File: src/hw/rtl/bole_ram.sv
// Generic simple dual-port RAM with one write port and a registered read port.
module bole_ram #(
    parameter int WIDTH = 32,
    parameter int DEPTH = 16
) (
    input  logic                     i_clk,
    input  logic                     i_wr_en,
    input  logic [$clog2(DEPTH)-1:0] i_wr_addr,
    input  logic [WIDTH-1:0]         i_wr_data,
    input  logic                     i_rd_en,
    input  logic [$clog2(DEPTH)-1:0] i_rd_addr,
    output logic [WIDTH-1:0]         o_rd_data
);

    logic [WIDTH-1:0] r_mem [DEPTH];
    logic [WIDTH-1:0] r_rd_data;

    always_ff @(posedge i_clk) begin
        if (i_wr_en) begin
            r_mem[i_wr_addr] <= i_wr_data;
        end
        if (i_rd_en) begin
            r_rd_data <= r_mem[i_rd_addr];
        end
    end

    assign o_rd_data = r_rd_data;

endmodule
File: config.mk
export PLATFORM = sky130hd
export DESIGN_NAME = bole_ram
export DESIGN_NICKNAME = d
export VERILOG_FILES = /design/src/hw/rtl/bole_ram.sv
export SDC_FILE = /design/constraint.sdc
export NUM_CORES = 1
export LEC_CHECK = 0
export BUFFER_PORTS_ARGS = -buffer_cell sky130_fd_sc_hd__clkbuf_2
export CAP_MARGIN = 30
export CORE_MARGIN = 4
export CORE_UTILIZATION = 40
export DETAILED_ROUTE_END_ITERATION = 8
export RECOVER_POWER = 100
export SLEW_MARGIN = 5
export SYNTH_ARGS = -nofsm -noshare
export SYNTH_HDL_FRONTEND = slang
export SYNTH_SLANG_ARGS = --single-unit
File: constraint.sdc
create_clock -name i_clk -period 5.72 [get_ports i_clk]
set_input_delay 1.144 -clock i_clk [delete_from_list [all_inputs] [get_ports i_clk]]
set_output_delay 1.144 -clock i_clk [all_outputs]
set_load 0.01 [all_outputs]
==> metrics.yaml <==
clocking:
  post-cts-setup-buffer-count: 0
  numClockSinks: 544
  cts_tree: "built"
  cts.repair.resized: 0
  htreeDepth: 2
  ctsHoldBuffers: 0
  worstSkewPairLatency_ns: 0.59
  cts_buffers: 54
  path_clk_slew_ns: 0.06
  clockBufferDepth: 3
  clock-root-buffer: "clkbuf_16"
grt:
  met3_usage: 0.0304
  grt_max_degree: 67
  met2_usage: 0.268
  grt_pass1_wl_mm: 65.2
  grt_util_met1: 0.236
  grt-busiest-layer: "met2"
  antenna_found_initial: 1
  grtUsageTotal: 0.165
  first_global_vias: 9758
  overflow: 0
power:
  power_density_mw_per_mm2: 358
  switching_share: 0.205
  power_frac_comb: 0.046
  p_leak_nw: 7.05
  switching_power_mw: 1.68
  clkPwrFrac: 0.404
  ir_drop_mv: 0.199
  intPower_mw: 6.54
  seqPwrFrac: 0.550
layout:
  area_growth_pct: 13.7
  antenna-diode-count: 0
  drive_gt1_frac: 0.221
  multi_input_area_mm2: 0.00365
  n_fill_cell: 4170
  num-nets-final: 1002
  ff_latch_area_mm2: 0.0163
routing:
  vias: 9180
  drt-initial-drc-count: 799
  routed_via_density: 5.48
  routedWlPerCell_um: 26.5
  wirelength_mm: 44.4
  drtPass1Iterations: 5
  drt_drc_violations_left: 0
  postRouteAntennaNets: 0
setup_path:
  path_cells: "clkbuf_2 > clkbuf_1 > mux4_2 > a22oi_1 > nand2_1"
  cp_max_fo: 40
  slowest_delay_ns: 1.66
  worstPathArrival_ns: 4.55
  critical_path.slowest_cell: "clkbuf_1"
  reg2reg_from: "r_mem[0][11]"
  criticalPathCategory: "primary input to flop"
  worstSetupStartpointType: "primary input"
  crit_path_start: "i_rd_addr[1]"
  ff2ff_path_depth: 3
  critPathCapture: "o_rd_data[3]"
  required_ns: 6.04
  cp-end-kind: "flop"
  r2r_end: "o_rd_data[11]"
  rrSetupSlack_ns: 4.27
die:
  pin_count: 75
  dieArea_mm2: 0.0541
  die_h_um: 233
  floorplan.initialDensity: 0.404
  coreArea_mm2: 0.0500
  num_rows: 82
  die_width_um: 233
outcome:
  violations: "capacitance limit, slew limit"
  outcome: "finished with violations"
place:
  io_buffers: 74
  dp_hpwl_mm: 22.4
  dp_slack_ns: 2.13
  gp_congestion: 0.694
synth:
  avgSynthCellArea_um2: 24.1
  ys_ff_latch: 544
  synth_area_mm2: 0.0202
  ys_warn_count: 0
  synthCells: 838
  syn_nets: 881
  seq_area_frac_synth: 0.810
  synth_cell_types: 17
sta:
  clock_skew_ns: 0.0118
  relSlewSlack: -1.04
  setup_viol: 0
  period_needed_ns: 4.23
  grt_setup_unrepaired: "no"
  max_freq_mhz: 237
  worst_slack_ns: 1.49
  worst_slew_pin_slew_ns: 3.07
  tns_ns: 0
  fin_crit_sh: 0.739
  drv_slew: 472
  hold_viol_final: 0
min_path:
  holdCritPathClass: "flop to flop"
run:
  drv_cap: 18
[per-stage QoR]
step | hold WS, ns | total power [mW] | std cells | util | area (um2)
final | 0.742 | 8.22 | 1674 | 0.459 | 22900
after global placement | 0.725 | 4.99 | 1569 | 0.431 | 21500
after CTS | 0.747 | 8.31 | 1671 | 0.465 | 23200
after global routing | 0.770 | 8.50 | 1674 | 0.459 | 22900
after floorplan | 0.710 | 4.82 | 838 | - | 20200
after detailed placement | 0.735 | 5.00 | 1572 | 0.432 | 21600
[cell usage in the layout (no fill, tap or decap), drive strengths merged, types with 2 or more instances in the layout]
cell type  instances
clkbuf           170
nand2b             2
mux4             128
a22oi             64
nand2             33
nand3b             2
clkinv            21
nor3               4
nor2b              2
nor2              13
clkinvlp           3
buf                9
bufinv             3
edfxtp           544
[cell usage after synthesis]
cell type	number	share of area
edfxtp_1	544	0.81
mux4_2	128	0.14
a22oi_1	64	0.024
nand2_1	33	0.0061
clkbuf_1	17	0.0032
nor2_1	13	0.0024
buf_4	11	0.0041
buf_1	9	0.0017
buf_2	4	0.00099
nor3_1	4	0.00099
buf_6	2	0.0011
nand2b_1	2	0.00062
nand3b_1	2	0.00074
nor2b_1	2	0.00062
and2_1	1	0.00031
nand3_1	1	0.00025
or3b_2	1	0.00043
[state kept, by name (all words and copies together), names as in the netlist]
signal	cells
r_mem	512
o_rd_data	32
[layout make-up]
class	instances	area share
Clock buffer	71	0.0626
Sequential cell	544	0.712
Multi-Input combinational cell	251	0.159
Clock inverter	28	0.00917
Timing Repair Buffer	108	0.0199
Tap cell	672	0.0367
[kinds of logic after synthesis]
| group | synth area share |
|---|---|
| and+or+nand+nor | 0.0125 |
| buffers and inverters | 0.0110 |
| AOI/OAI and AO/OA | 0.0238 |
| muxes | 0.143 |
| DFF | 0.810 |
[worst min path at each step]
stage	start	to	slack (ns)	cells past startpoint
after floorplan	r_mem[14][0]	o_rd_data[0]	0.71	3
after global placement	r_mem[14][3]	o_rd_data[3]	0.73	3
after detailed placement	r_mem[14][7]	o_rd_data[7]	0.73	3
after CTS	r_mem[14][16]	o_rd_data[16]	0.75	3
after global routing	r_mem[14][16]	o_rd_data[16]	0.77	3
final	r_mem[14][16]	o_rd_data[16]	0.74	3
[layer usage]
metal / vias to the layer above / wire (um)
met1: 5003 / 19300
met5: - / 11
met2: 274 / 21800
li1: 3850 / -
met4: 2 / 670
met3: 51 / 2540
[power groups by stage]
stage	sequential (mW)	combinational, mW	clock (mW)
after global routing	4.53	0.408	3.57
final	4.52	0.374	3.32
after CTS	4.52	0.396	3.40
after detailed placement	4.60	0.396	0
after floorplan	4.60	0.214	0
after global placement	4.60	0.387	0
[critical path, delay by kind of cell]
family	cells	cell delay, ns
and+or+nand+nor	1	0.11
AOI/OAI and AO/OA	1	0.24
buffers and inverters	2	2.55
muxes	1	0.46
(Power assumes the default switching activity.)
